===== config.mk =====
export PLATFORM = sky130hd
export DESIGN_NAME = npte_ctrl
export DESIGN_NICKNAME = d
export VERILOG_FILES = /design/src/design/nth_prime_table_engine_defines.svh /design/src/design/npte_pkg.sv /design/src/design/npte_ctrl.sv
export SDC_FILE = /design/constraint.sdc
export NUM_CORES = 1
export LEC_CHECK = 0
export ABC_AREA = 0
export BUFFER_PORTS_ARGS = -buffer_cell sky130_fd_sc_hd__buf_2
export CAP_MARGIN = 20
export CORE_AREA = 4 4 41 43
export DETAILED_ROUTE_END_ITERATION = 16
export DIE_AREA = 0 0 45 47
export PLACE_DENSITY = 0.74
export SLEW_MARGIN = 20
export SYNTH_ARGS = -nofsm -noshare
export SYNTH_HDL_FRONTEND = slang
export SYNTH_SLANG_ARGS = --single-unit

===== constraint.sdc =====
create_clock -name clk -period 1.8 [get_ports clk]
set_input_delay 0.27 -clock clk [delete_from_list [all_inputs] [get_ports clk]]
set_output_delay 0.27 -clock clk [all_outputs]
set_load 0.03 [all_outputs]

===== src/design/nth_prime_table_engine_defines.svh =====
// Assertion macros for the nth prime table engine.
// Used by the top level; needs clk and rst_n in scope.
`ifndef NTH_PRIME_TABLE_ENGINE_DEFINES_SVH
`define NTH_PRIME_TABLE_ENGINE_DEFINES_SVH
`define NPTE_ASSERT_SAME(label, ante, cons) \
  label: assert property (@(posedge clk) disable iff (!rst_n) (ante) |-> (cons)) \
    else $error("npte check failed");
`define NPTE_ASSERT_NEXT(label, ante, cons) \
  label: assert property (@(posedge clk) disable iff (!rst_n) (ante) |=> (cons)) \
    else $error("npte check failed");
`endif


===== src/design/npte_pkg.sv =====
// Shared types and constants for the nth prime table engine.
// No dependencies.
`default_nettype none
package npte_pkg;
  localparam int NPTE_MAX_PRIMES = 65536;
  localparam int IDX_W = 18;
  localparam int VAL_W = 21;
  localparam int SEED_N = 4;
  localparam logic [VAL_W-1:0] VAL_MAX = {VAL_W{1'b1}};

  typedef enum logic [3:0] {
    ST_IDLE, ST_LOOK_RD, ST_LOOK_WT, ST_NEXT, ST_FETCH, ST_WAIT,
    ST_SQ, ST_CMP, ST_DIV, ST_ADD, ST_RESP
  } npte_state_t;

  typedef struct packed {
    logic load_req;
    logic cand_ld;
    logic cand_inc;
    logic k_clr;
    logic k_inc;
    logic rd_issue;
    logic rd_sel_k;
    logic p_load;
    logic sq_load;
    logic div_start;
    logic div_step;
    logic write_prime;
    logic res_err;
    logic res_rd;
    logic res_cand;
    logic out_load;
  } npte_cmd_t;

  typedef struct packed {
    logic req_bad;
    logic req_hit;
    logic cand_max;
    logic k_end;
    logic sq_gt;
    logic div_done;
    logic rem_zero;
    logic pos_reached;
    logic out_busy;
  } npte_stat_t;

  function automatic logic [VAL_W-1:0] npte_seed(input logic [1:0] i);
    logic [VAL_W-1:0] v;
    unique case (i)
      2'd0: v = VAL_W'(2);
      2'd1: v = VAL_W'(3);
      2'd2: v = VAL_W'(5);
      default: v = VAL_W'(7);
    endcase
    return v;
  endfunction
endpackage
`default_nettype wire


===== src/design/npte_ctrl.sv =====
// Controller state machine for the nth prime table engine.
// Depends on npte_pkg.
`default_nettype none
module npte_ctrl
  import npte_pkg::*;
(
  input  wire logic       clk,
  input  wire logic       rst_n,
  input  wire logic       in_valid,
  output logic            in_ready,
  input  wire npte_stat_t stat,
  output npte_cmd_t       cmd
);
  npte_state_t state_r, state_nxt;

  always_ff @(posedge clk) begin
    if (!rst_n) begin
      state_r <= ST_IDLE;
    end else begin
      state_r <= state_nxt;
    end
  end

  always_comb begin
    state_nxt = state_r;
    cmd = '0;
    in_ready = 1'b0;
    unique case (state_r)
      ST_IDLE: begin
        in_ready = 1'b1;
        if (in_valid) begin
          cmd.load_req = 1'b1;
          if (stat.req_bad) begin
            cmd.res_err = 1'b1;
            state_nxt = ST_RESP;
          end else if (stat.req_hit) begin
            state_nxt = ST_LOOK_RD;
          end else begin
            cmd.cand_ld = 1'b1;
            state_nxt = ST_NEXT;
          end
        end
      end
      ST_LOOK_RD: begin
        cmd.rd_issue = 1'b1;
        state_nxt = ST_LOOK_WT;
      end
      ST_LOOK_WT: begin
        cmd.res_rd = 1'b1;
        state_nxt = ST_RESP;
      end
      ST_NEXT: begin
        if (stat.cand_max) begin
          cmd.res_err = 1'b1;
          state_nxt = ST_RESP;
        end else begin
          cmd.cand_inc = 1'b1;
          cmd.k_clr = 1'b1;
          state_nxt = ST_FETCH;
        end
      end
      ST_FETCH: begin
        if (stat.k_end) begin
          state_nxt = ST_ADD;
        end else begin
          cmd.rd_issue = 1'b1;
          cmd.rd_sel_k = 1'b1;
          state_nxt = ST_WAIT;
        end
      end
      ST_WAIT: begin
        cmd.p_load = 1'b1;
        state_nxt = ST_SQ;
      end
      ST_SQ: begin
        cmd.sq_load = 1'b1;
        state_nxt = ST_CMP;
      end
      ST_CMP: begin
        if (stat.sq_gt) begin
          state_nxt = ST_ADD;
        end else begin
          cmd.div_start = 1'b1;
          state_nxt = ST_DIV;
        end
      end
      ST_DIV: begin
        if (!stat.div_done) begin
          cmd.div_step = 1'b1;
        end else if (stat.rem_zero) begin
          state_nxt = ST_NEXT;
        end else begin
          cmd.k_inc = 1'b1;
          state_nxt = ST_FETCH;
        end
      end
      ST_ADD: begin
        cmd.write_prime = 1'b1;
        if (stat.pos_reached) begin
          cmd.res_cand = 1'b1;
          state_nxt = ST_RESP;
        end else begin
          state_nxt = ST_NEXT;
        end
      end
      ST_RESP: begin
        if (!stat.out_busy) begin
          cmd.out_load = 1'b1;
          state_nxt = ST_IDLE;
        end
      end
      default: state_nxt = ST_IDLE;
    endcase
  end
endmodule
`default_nettype wire


Yosys cells after proc, flatten, opt, wreduce, memory -nomap -nowiden. Cells that the tools add are included.

Register bits: 4. Bits of input ports: 12. Output and inout port bits: 17. Word-level logic and storage cells: 56.

Equality and inequality tests: 13. Multiplexer cells: 40. Reduce and logical (&&, ||, !) cells: 2.

Operator list (count): one-hot mux 4 bit (11 select lines) (1); 2-to-1 mux 4 bit (7); 2-to-1 mux 1 bit (23); == test 4 x 3 -> 1 bit (second input constant) (4); == test 4 bit (second input constant) (3); 2-to-1 mux 2 bit (6); == test 4 x 2 -> 1 bit (second input constant) (2); inequality test 2 bit (second input constant) (3); == test 4 x 1 -> 1 bit (second input constant) (1); zero test 4 bit (1); one-hot mux 1 bit (2 select lines) (2); 2-to-1 mux 3 bit (1); AND reduction 3 bit (1).

Logic depth before layout (Yosys ltp). Gate-level depths: netlist of the first run.

Word-level depth: 4. Mapped depth: 6. Gate-level depth less buffers: 4.

Worst setup path after synthesis of the first run. Ideal clock, no wire load.

Kind: flip-flop to output port. Start point: reg state_r[3]. End point: out cmd[14] (netlist bit). Data arrival time: 2053 ps. Data required time: 1530 ps. Slack: -523 ps. Cell stages (with the launch flop): 6. Buffers on the path: 1. Path through: dfxtp_1 buf_6 or4_4 inv_1 and2_1 nor3b_2.

RTL lines: from (decl) (line npte_ctrl.sv:14) `npte_state_t state_r, state_nxt;`; from (signal assigned) (line npte_ctrl.sv:20) `state_r <= state_nxt;`; to (decl) (line npte_ctrl.sv:12) `output npte_cmd_t cmd`.

==> impl_metrics.csv, run 1 <==
group,metric,value,unit
sta,relSlewSlack,0.6629,
worst_hold_path,hold_path.class,"primary input to flip-flop",
finish,biggestRegsByFlops,"state_r x4",
floorplan,dieWidth,45,µm
drt,drt_drc_violations_left,0,
clocking,insertion_delay,0.23,ns
floorplan,floorplan.die.height,47,µm
drt,drtPass1Iterations,4,
floorplan,fp.coreArea,0.001301,mm²
clocking,clock-sinks,4,
grt,vias_in_the_first_global_route,680,
worst_setup_path,timing.critical_path.arrival,1.62,ns
grt,grt_usage,0.1754,
sta,layout_setup_ws,-0.08842,ns
drt,drt-initial-drc-count,15,
sta,period_minus_slack,1.888,ns
sta,fmax,529.5,MHz
run,max_cap_viol_count,0,
drt,wl,1612,µm
finish,area_delta_synth_final,45.31,%
finish,insertedDiodeCount,0,
grt,grt_antenna_before_repair,0,
grt,pin_count_of_the_biggest_net_entering_global_routing,19,
yosys,synthesis.yosys.warnings,0,
worst_setup_path,worstPathMaxFanout,2,
run_status,status,"complete, but fails checks",
worst_setup_path,critPathBufInv,2,
floorplan,ios,29,
drt,postRouteAntennaNets,0,
place,gpl.final_weighted_congestion,0.8570,
place,port_buffers,28,
place,dp_cells,117,
drt,wl_per_cell,13.32,µm
grt,first_pass_grt_wire_length,2739,µm
clocking,cts.root.buffer_cell,"sky130_fd_sc_hd__clkbuf_4",
sta,final_hold_viol_count,0,
finish,largest_register,"state_r",
worst_setup_path,worst_ep_required_time,1.53,ns
yosys,post_synth_inst_count,77,
sta,timing.setup.tns,-0.08842,ns
clocking,cts_made_buffers,3,
floorplan,row_count,13,
clocking,cts.reportedPaths.clkPinSlew,0.04,ns
worst_setup_path,path_class,"flip-flop to output pin",
yosys,ys_seq_area_frac,0.1465,
grt,globalRoute.totalOverflow,0,
sta,timing.final.max_slew_violations,0,
sta,count_of_endpoints_failing_setup_in_the_final_report,1,
run_status,violations,"negative setup slack",
pwr,max-vdd-ir-drop,708.1,µV
finish,largest_reg_flops,4,
finish,finalNetCount,120,
worst_setup_path,timing.critical_path.cells,"or4_4, clkinvlp_4, and2_4, nor3b_4, buf_6",
finish,drive_gt1_frac,0.5189,
drt,routed-via-count,701,
sta,tightest_slew,0.4929,ns
floorplan,initial_core_util,0.4202,
finish,layoutNonFillerInstCount,121,
place,detailed_place_hpwl,1250,µm
worst_setup_path,worst_path_dominant_cell_family,"simple AND/OR/NAND/NOR gates",
worst_setup_path,critPathLaunchType,"flip-flop",
pwr,leakagePower,0.0003662,µW
clocking,ctsLongestPathBuffers,2,
pwr,cellPowerDensity,1742,mW/mm²
yosys,ys_seq_elements,4,
yosys,synth_fp_nets,89,
sta,finalClockSkew,0.004830,ns
worst_setup_path,cp_slowest_stage_delay,0.55,ns
sta,final_worst_path_cycle_share,1.049,
clocking,cts-htree-levels,1,
sta,grt_setup_unrepaired,"yes",
floorplan,die_area,0.002115,mm²
yosys,syn_avg_cell_area,7.101,µm²
worst_setup_path,standard_cell_with_the_maximum_stage_delay_on_the_critical_path,"sky130_fd_sc_hd__or4_4",
yosys,ys_types,34,
clocking,tritoncts_clock_tree,"built",
worst_setup_path,crit_path_end_kind,"output pin",
drt,routed_via_density,5.793,
yosys,netlist_area,546.8,µm²
## power breakdown
part           internal (µW)  switching [µW]
clock network           74.3            32.6
registers                131            30.9
logic                    442             672
total                    648             736
## worst paths after layout
kind,endpoint,cells past startpoint,slack [ns],from
min reg2reg,state_r[0],3,0.76,state_r[3]
min,state_r[3],3,0.29,rst_n
max reg2reg,state_r[3],6,0.15,state_r[1]
max,cmd[14],5,-0.09,state_r[3]
## worst register-to-register path: stages, from the launching register on
cell and delay (ns):
sky130_fd_sc_hd__dfxtp_2 0.37, sky130_fd_sc_hd__buf_4 0.19, sky130_fd_sc_hd__buf_4 0.17, sky130_fd_sc_hd__o21ai_0 0.08, sky130_fd_sc_hd__a2111oi_0 0.51, sky130_fd_sc_hd__a21oi_1 0.11, sky130_fd_sc_hd__o21ai_0 0.15
## cell usage in the layout (no fill, tap or decap), types with 2 or more instances in the layout
master / count
sky130_fd_sc_hd__nor2_1: 10
sky130_fd_sc_hd__dfxtp_1: 2
sky130_fd_sc_hd__buf_4: 9
sky130_fd_sc_hd__nor2b_1: 3
sky130_fd_sc_hd__o32ai_1: 2
sky130_fd_sc_hd__o21ai_0: 4
sky130_fd_sc_hd__nor3_1: 3
sky130_fd_sc_hd__o211a_1: 2
sky130_fd_sc_hd__nand2_1: 6
sky130_fd_sc_hd__nand3_1: 2
sky130_fd_sc_hd__nor4_2: 2
sky130_fd_sc_hd__dfxtp_2: 2
sky130_fd_sc_hd__clkbuf_4: 3
sky130_fd_sc_hd__a21oi_1: 5
sky130_fd_sc_hd__nand2b_1: 2
sky130_fd_sc_hd__buf_2: 24
sky130_fd_sc_hd__inv_1: 2
sky130_fd_sc_hd__nor2_2: 2
## Yosys cell counts
cell	n	area share
sky130_fd_sc_hd__buf_2	2	0.018
sky130_fd_sc_hd__inv_1	3	0.021
sky130_fd_sc_hd__nor2_2	1	0.011
sky130_fd_sc_hd__nor4_1	2	0.023
sky130_fd_sc_hd__or4_4	1	0.021
sky130_fd_sc_hd__nor3b_2	1	0.023
sky130_fd_sc_hd__nand2b_1	3	0.034
sky130_fd_sc_hd__buf_6	2	0.041
sky130_fd_sc_hd__a32o_1	1	0.018
sky130_fd_sc_hd__o21ai_0	4	0.037
sky130_fd_sc_hd__nand3_1	2	0.018
sky130_fd_sc_hd__or2_2	1	0.011
sky130_fd_sc_hd__or2b_4	1	0.021
sky130_fd_sc_hd__a2111oi_4	1	0.050
sky130_fd_sc_hd__o32ai_1	2	0.032
sky130_fd_sc_hd__dfxtp_1	4	0.15
sky130_fd_sc_hd__o211ai_2	1	0.023
sky130_fd_sc_hd__o2bb2ai_1	1	0.016
sky130_fd_sc_hd__nor4bb_1	1	0.018
sky130_fd_sc_hd__clkbuf_2	1	0.0091
sky130_fd_sc_hd__nor2b_1	3	0.034
sky130_fd_sc_hd__buf_4	1	0.014
sky130_fd_sc_hd__clkbuf_1	2	0.014
sky130_fd_sc_hd__a221oi_1	1	0.016
sky130_fd_sc_hd__a21oi_1	5	0.046
sky130_fd_sc_hd__o32a_1	1	0.018
sky130_fd_sc_hd__nor3_1	5	0.046
sky130_fd_sc_hd__and2_1	2	0.023
sky130_fd_sc_hd__nand2_1	6	0.041
sky130_fd_sc_hd__o211a_1	2	0.037
sky130_fd_sc_hd__or4_1	1	0.014
sky130_fd_sc_hd__nor2_1	11	0.076
sky130_fd_sc_hd__a2111oi_0	1	0.016
sky130_fd_sc_hd__nor3b_1	1	0.014
## what timing repair did
action | in CTS | in global routing
gates resized for setup | 5 | 7
pin swaps | 2 | 1
endpoints found under the setup margin | 3 | 9
buffers inserted | 1 | 0
hold buffers | 0 | 0
## logic make-up (layout without fill, tap and decap cells)
group	Yosys count	after routing	synth area share
AND/OR/NAND/NOR	42	42	0.4279
buffers and inverters	11	40	0.1167
flip-flops	4	4	0.1465
AO/OA/AOI/OAI	20	20	0.3089
## area by class of cell
cell class,count,area [µm²]
clock buffer,3,22.52
fill,126,506.7
inverter,3,15.01
multi-input combinational,62,456.7
sequential,4,82.58
tap,15,18.77
timing repair buffer,34,198.9
## metrics by stage
step	hold WS, ns	util	cell area, µm²	total power, µW	setup slack (ns)
2_1_floorplan	0.3786	-	594.3	994.1	-0.1954
5_1_grt	0.2965	0.6106	794.5	1496	-0.1507
6_report	0.2882	0.6106	794.5	1384	-0.08842
3_5_place_dp	0.5223	0.5673	738.2	1196	0.1025
3_3_place_gp	0.5271	0.5673	738.2	1193	0.1206
4_1_cts	0.2802	0.6000	780.7	1357	-0.09612
## layer usage
layer	track usage	routed length (µm)	vias up
li1	-	-	344
met1	0.2114	697	323
met2	0.2712	739	30
met3	0.08046	147	4
met4	0.07018	27	0
met5	0	0	-
Note: power is estimated with default switching activity, not from simulation.
==> inputs of run 2 (changes only) <==
Clock period 1.8 ns to 2.4 ns, I/O delays scaled along.
==> run 2 against run 1 <==
  * The run now ends clean
  * First-iteration DRC count shrank 33%
  * Combinational power fell by 38%
  * Power is 35% lower
  * Worst hold slack better by 0.11 ns
  * Final area decreased by 12%
==> impl_metrics.csv, run 2 (same netlist as run 1, synthesis figures left out) <==
group,metric,value,unit
worst_setup_path,regToRegSetupSlack,0.71,ns
finish,finalNetCount,116,
worst_setup_path,path_class,"flip-flop to output pin",
sta,timing.setup.tns,0,ns
finish,drive_gt1_frac,0.3922,
drt,routed-via-count,644,
sta,count_of_endpoints_failing_setup_in_the_final_report,0,
finish,largest_register,"state_r",
finish,insertedDiodeCount,0,
worst_setup_path,worstPathMaxFanout,11,
floorplan,die_area,0.002115,mm²
sta,relSlewSlack,0.6767,
run_status,status,"finished clean",
grt,grt_antenna_before_repair,0,
sta,grt_setup_unrepaired,"no",
clocking,cts.root.buffer_cell,"sky130_fd_sc_hd__clkbuf_4",
drt,routed_via_density,5.504,
grt,globalRoute.totalOverflow,0,
clocking,ctsLongestPathBuffers,2,
clocking,hold_buffers,0,
finish,mostFrequentLayoutCells,"28 x sky130_fd_sc_hd__buf_2, 11 x sky130_fd_sc_hd__nor2_1, 6 x sky130_fd_sc_hd__nand2_1",
grt,first_pass_grt_wire_length,2339,µm
floorplan,fp.coreArea,0.001301,mm²
sta,final_worst_path_cycle_share,0.8845,
sta,tightest_slew,0.4727,ns
pwr,leakagePower,0.0003419,µW
pwr,power.clock.fraction,0.088,
drt,drt-initial-drc-count,10,
pwr,power_frac_seq,0.152,
pwr,p_int,407.4,µW
grt,grt_usage,0.1476,
pwr,netSwitchingPower,497.6,µW
drt,drt_drc_violations_left,0,
worst_setup_path,r2r_start,"state_r[0]",
finish,layout_commonest_cell,"sky130_fd_sc_hd__buf_2",
grt,use_met1,0.1995,
pwr,p_sw_frac,0.5499,
grt,pin_count_of_the_biggest_net_entering_global_routing,22,
clocking,clock-sinks,4,
worst_hold_path,hold_path.class,"primary input to flip-flop",
pwr,max-vdd-ir-drop,514.3,µV
place,port_buffers,28,
finish,fillCellCount,141,
finish,area_delta_synth_final,27.46,%
worst_setup_path,critPathLaunchType,"flip-flop",
clocking,cts.reportedPaths.clkPinSlew,0.04,ns
grt,vias_in_the_first_global_route,531,
sta,finalClockSkew,0.001313,ns
grt,gr-usage-met2,0.2514,
floorplan,initial_core_util,0.4202,
clocking,cts-htree-levels,1,
grt,grt.met3_usage,0.02682,
place,detailed_place_hpwl,1225,µm
worst_hold_path,min_to,"state_r[3]",
drt,postRouteAntennaNets,0,
finish,biggestRegsByFlops,"state_r x4",
run,max_cap_viol_count,0,
clocking,postCtsSetupRepairBufs,0,
worst_setup_path,reg2reg_depth,5,
worst_hold_path,hold_start,"rst_n",
floorplan,floorplan.die.height,47,µm
sta,final_hold_viol_count,0,
worst_setup_path,timing.critical_path.arrival,1.76,ns
clocking,tritoncts_clock_tree,"built",
pwr,combinationalPowerShare,0.760,
drt,drtPass1Iterations,4,
worst_setup_path,worst_r2r_endpoint,"state_r[1]",
sta,fmax,471.1,MHz
finish,largest_reg_flops,4,
pwr,cellPowerDensity,1299,mW/mm²
clocking,insertion_delay,0.23,ns
grt,grt-busiest-layer,"met2",
sta,period_minus_slack,2.123,ns
worst_setup_path,crit_path_end_kind,"output pin",
sta,whs,0.3985,ns
sta,timing.final.max_slew_violations,0,
drt,wl_per_cell,12.87,µm
worst_setup_path,worst_ep_required_time,2.04,ns
floorplan,ios,29,
drt,wl,1506,µm
floorplan,row_count,13,
floorplan,dieWidth,45,µm
worst_hold_path,hold_depth,3,
clocking,cts.repair.resized,0,
place,gpl.final_weighted_congestion,0.8492,
clocking,cts_made_buffers,3,
[run 2: changes by cell type in the layout (fill, tap and decap cells not counted), moves of 2 or more]
| cell | delta |
|---|---|
| sky130_fd_sc_hd__dfxtp_1 | +2 |
| sky130_fd_sc_hd__nor4_1 | +2 |
| sky130_fd_sc_hd__buf_4 | -7 |
| sky130_fd_sc_hd__dfxtp_2 | -2 |
| sky130_fd_sc_hd__buf_2 | +4 |
| sky130_fd_sc_hd__nor4_2 | -2 |
| sky130_fd_sc_hd__nor3_1 | +2 |
[run 2: power by group through the flow]
| stage | clock (µW) | sequential, µW | combinational [µW] |
|---|---|---|---|
| floorplan | 0 | 110 | 589 |
| detailed placement | 0 | 138 | 686 |
| CTS | 80.3 | 136 | 688 |
| global placement | 0 | 135 | 686 |
| global route | 85.8 | 144 | 755 |
| finish | 79.6 | 138 | 688 |
[run 2: worst max-delay path by stage]
stage | end | depth (start not counted) | slack (ns) | startpoint
6_report | cmd[14] | 5 | 0.28 | state_r[3]
5_1_grt | cmd[14] | 5 | 0.17 | state_r[3]
2_1_floorplan | cmd[14] | 5 | 0.08 | state_r[3]
3_3_place_gp | cmd[14] | 5 | 0.54 | state_r[3]
4_1_cts | cmd[14] | 5 | 0.27 | state_r[3]
3_5_place_dp | cmd[14] | 5 | 0.51 | state_r[3]
[run 2: layout make-up]
| class | instances | area, µm² | share of cell area |
|---|---|---|---|
| Multi-Input combinational cell | 62 | 409.1 | 0.5871 |
| Timing Repair Buffer | 30 | 155.1 | 0.2226 |
| Sequential cell | 4 | 80.08 | 0.1149 |
| Clock buffer | 3 | 22.52 | 0.03232 |
| Tap cell | 15 | 18.77 | 0.02693 |
| Inverter | 3 | 11.26 | 0.01616 |
[run 2: through the flow]
| stage | std cells | cell area, µm² | util | power [µW] | setup WS (ns) |
|---|---|---|---|---|---|
| after floorplan | 77 | 553.0 | - | 699.1 | 0.07557 |
| after global placement | 114 | 674.4 | 0.5183 | 821.2 | 0.5443 |
| after detailed placement | 114 | 674.4 | 0.5183 | 823.4 | 0.5117 |
| after CTS | 117 | 696.9 | 0.5356 | 905.2 | 0.2712 |
| after global routing | 117 | 696.9 | 0.5356 | 984.2 | 0.1740 |
| final | 117 | 696.9 | 0.5356 | 905.0 | 0.2772 |
[run 2: critical path: stages (launching register included)]
cell	delay [ns]
sky130_fd_sc_hd__dfxtp_1	0.39
sky130_fd_sc_hd__or4_4	0.57
sky130_fd_sc_hd__inv_1	0.07
sky130_fd_sc_hd__and2_1	0.13
sky130_fd_sc_hd__nor3b_4	0.16
sky130_fd_sc_hd__buf_2	0.21
[run 2: per-layer routing]
metal | share of wire | up-vias
li1 | - | 333
met1 | 0.45 | 289
met2 | 0.47 | 22
met3 | 0.080 | 0
met4 | 0 | 0
met5 | 0 | -
==> inputs of run 3 (changes only) <==
Settings changed: CORE_AREA 4 4 41 43 to unset, CORE_MARGIN set to 4, CORE_UTILIZATION set to 39, DIE_AREA 0 0 45 47 to unset.
Clock period 2.4 ns to 1.7 ns, I/O delays scaled along.
==> run 3 against run 2 <==
  * The run now ends with negative setup slack left
  * Combinational power is 110% higher
  * Clock skew increased by 0.0052 ns
  * Final cell count rose by 10%
  * First-iteration DRC count is 50% higher
  * Sequential share of layout area decreased by 2.4 points
  * Register-to-register slack worse by 0.59 ns
  * Sequential power rose by 31%
  * Sequential cell count did not move
  * Critical path depth stayed put
  * Utilization rose by 19 points
  * Routed wire length increased by 27%
  * Power grew 97%
  * Largest cell class unchanged
==> impl_metrics.csv, run 3 (same netlist as run 1, synthesis figures left out) <==
group,metric,value,unit
sta,timing.final.max_slew_violations,0,
grt,grt_antenna_before_repair,0,
clocking,cts_made_buffers,3,
floorplan,floorplan.die.height,45.45,µm
clocking,cts.reportedPaths.clkPinSlew,0.04,ns
clocking,ctsLongestPathBuffers,2,
sta,final_hold_viol_count,0,
sta,relSlewSlack,0.6140,
finish,finalNetCount,128,
clocking,cts.root.buffer_cell,"sky130_fd_sc_hd__clkbuf_4",
clocking,insertion_delay,0.26,ns
worst_hold_path,hold_path.class,"primary input to flip-flop",
grt,vias_in_the_first_global_route,634,
drt,drt_drc_violations_left,0,
grt,globalRoute.totalOverflow,0,
worst_setup_path,crit_path_end_kind,"output pin",
sta,fmax,523.0,MHz
floorplan,ios,29,
worst_setup_path,startpoint,"state_r[3]",
sta,layout_setup_ws,-0.2121,ns
clocking,clock-sinks,4,
worst_setup_path,critPathCapture,"cmd[14]",
place,placement.cell_area,785.8,µm²
finish,drive_gt1_frac,0.6140,
grt,grt_usage,0.1850,
place,detailed_place_hpwl,1355,µm
worst_setup_path,timing.critical_path.arrival,1.66,ns
clocking,tritoncts_clock_tree,"built",
sta,whs,0.2689,ns
run_status,status,"complete, but fails checks",
sta,grt_setup_unrepaired,"yes",
place,gpl.final_weighted_congestion,0.9195,
clocking,cts-htree-levels,1,
pwr,leakagePower,0.0004187,µW
run_status,violations,"negative setup slack",
finish,mostFrequentLayoutCells,"17 x sky130_fd_sc_hd__buf_2, 15 x sky130_fd_sc_hd__buf_4, 9 x sky130_fd_sc_hd__nor2_1",
floorplan,fp.coreArea,0.001318,mm²
finish,postLayoutCoreUtil,0.7236,
worst_setup_path,reg2reg_depth,6,
finish,final_design_area_no_fill,953.4,µm²
worst_setup_path,regToRegSetupSlack,0.12,ns
place,place_ws,0.01972,ns
finish,largest_register,"state_r",
pwr,max-vdd-ir-drop,791.7,µV
run,max_cap_viol_count,0,
sta,count_of_endpoints_failing_setup_in_the_final_report,4,
floorplan,initial_core_util,0.4150,
finish,layout_commonest_cell,"sky130_fd_sc_hd__buf_2",
finish,area_delta_synth_final,74.37,%
grt,first_pass_grt_wire_length,2760,µm
sta,final_worst_path_cycle_share,1.125,
worst_setup_path,worst_r2r_endpoint,"state_r[1]",
drt,wl_per_cell,14.84,µm
worst_setup_path,path_class,"flip-flop to output pin",
floorplan,dieWidth,45.45,µm
drt,routed_via_density,5.682,
clocking,hold_buffers,0,
worst_setup_path,r2r_start,"state_r[0]",
drt,drt-initial-drc-count,15,
floorplan,die_area,0.002065,mm²
worst_setup_path,worstPathMaxFanout,2,
finish,insertedDiodeCount,0,
finish,largest_reg_flops,4,
grt,pin_count_of_the_biggest_net_entering_global_routing,12,
sta,tightest_slew,0.5644,ns
drt,drtPass1Iterations,4,
pwr,cellPowerDensity,1867,mW/mm²
floorplan,row_count,13,
finish,biggestRegsByFlops,"state_r x4",
drt,routed-via-count,733,
sta,finalClockSkew,0.006550,ns
drt,postRouteAntennaNets,0,
worst_setup_path,critPathLaunchType,"flip-flop",
worst_setup_path,worst_ep_required_time,1.44,ns
drt,wl,1914,µm
place,port_buffers,28,
sta,period_minus_slack,1.912,ns
-- run 3: worst min-delay path by stage --
stage / from / end / slack, ns / depth (start not counted)
after global routing: rst_n / state_r[3] / 0.31 / 3
final: rst_n / state_r[3] / 0.27 / 3
after global placement: rst_n / state_r[3] / 0.51 / 3
after floorplan: rst_n / state_r[3] / 0.36 / 2
after CTS: rst_n / state_r[3] / 0.27 / 3
after detailed placement: rst_n / state_r[3] / 0.52 / 3
-- run 3: cell type report --
type / count / area [µm²]
timing repair buffer: 42 / 324.1
clock buffer: 3 / 22.52
fill: 105 / 364.1
inverter: 3 / 15.01
tap: 15 / 18.77
multi-input combinational: 62 / 486.7
sequential: 4 / 86.33
-- run 3: metal layers --
| metal | part of all wire | wire length, µm | GRT usage |
|---|---|---|---|
| met1 | 0.42 | 806 | 0.2310 |
| met2 | 0.48 | 916 | 0.3008 |
| met3 | 0.082 | 157 | 0.02372 |
| met4 | 0.017 | 33 | 0.1053 |
| met5 | 0 | 0 | 0 |
-- run 3: metrics by stage --
stage          power, µW  TNS, ns  cells
6_report            1781  -0.3679    129
5_1_grt             1881  -0.5086    129
4_1_cts             1555  -0.3771    127
3_5_place_dp        1365        0    123
3_3_place_gp        1346        0    123
2_1_floorplan       1063  -0.3823     77
-- run 3: worst max-delay path, cell delays in order, from the launching register on --
cell                         delay (ns)
sky130_fd_sc_hd__dfxtp_1           0.30
sky130_fd_sc_hd__or4_4             0.56
sky130_fd_sc_hd__clkinvlp_4        0.09
sky130_fd_sc_hd__and2_4            0.13
sky130_fd_sc_hd__nor3b_4           0.17
sky130_fd_sc_hd__buf_6             0.15
-- run 3: where the power goes --
part           internal, µW  switching (µW)  leakage [µW]  total (µW)
registers               144            36.6     0.0000344         181
logic                   679             783      0.000370        1460
clock network          80.2            57.2     0.0000138         137
-- run 3: repair_timing --
item                                    4_1_cts  5_1_grt
pin swaps                                     0        2
gates resized for setup                      12       22
endpoints found under the setup margin       11       11
buffers inserted                              1        2
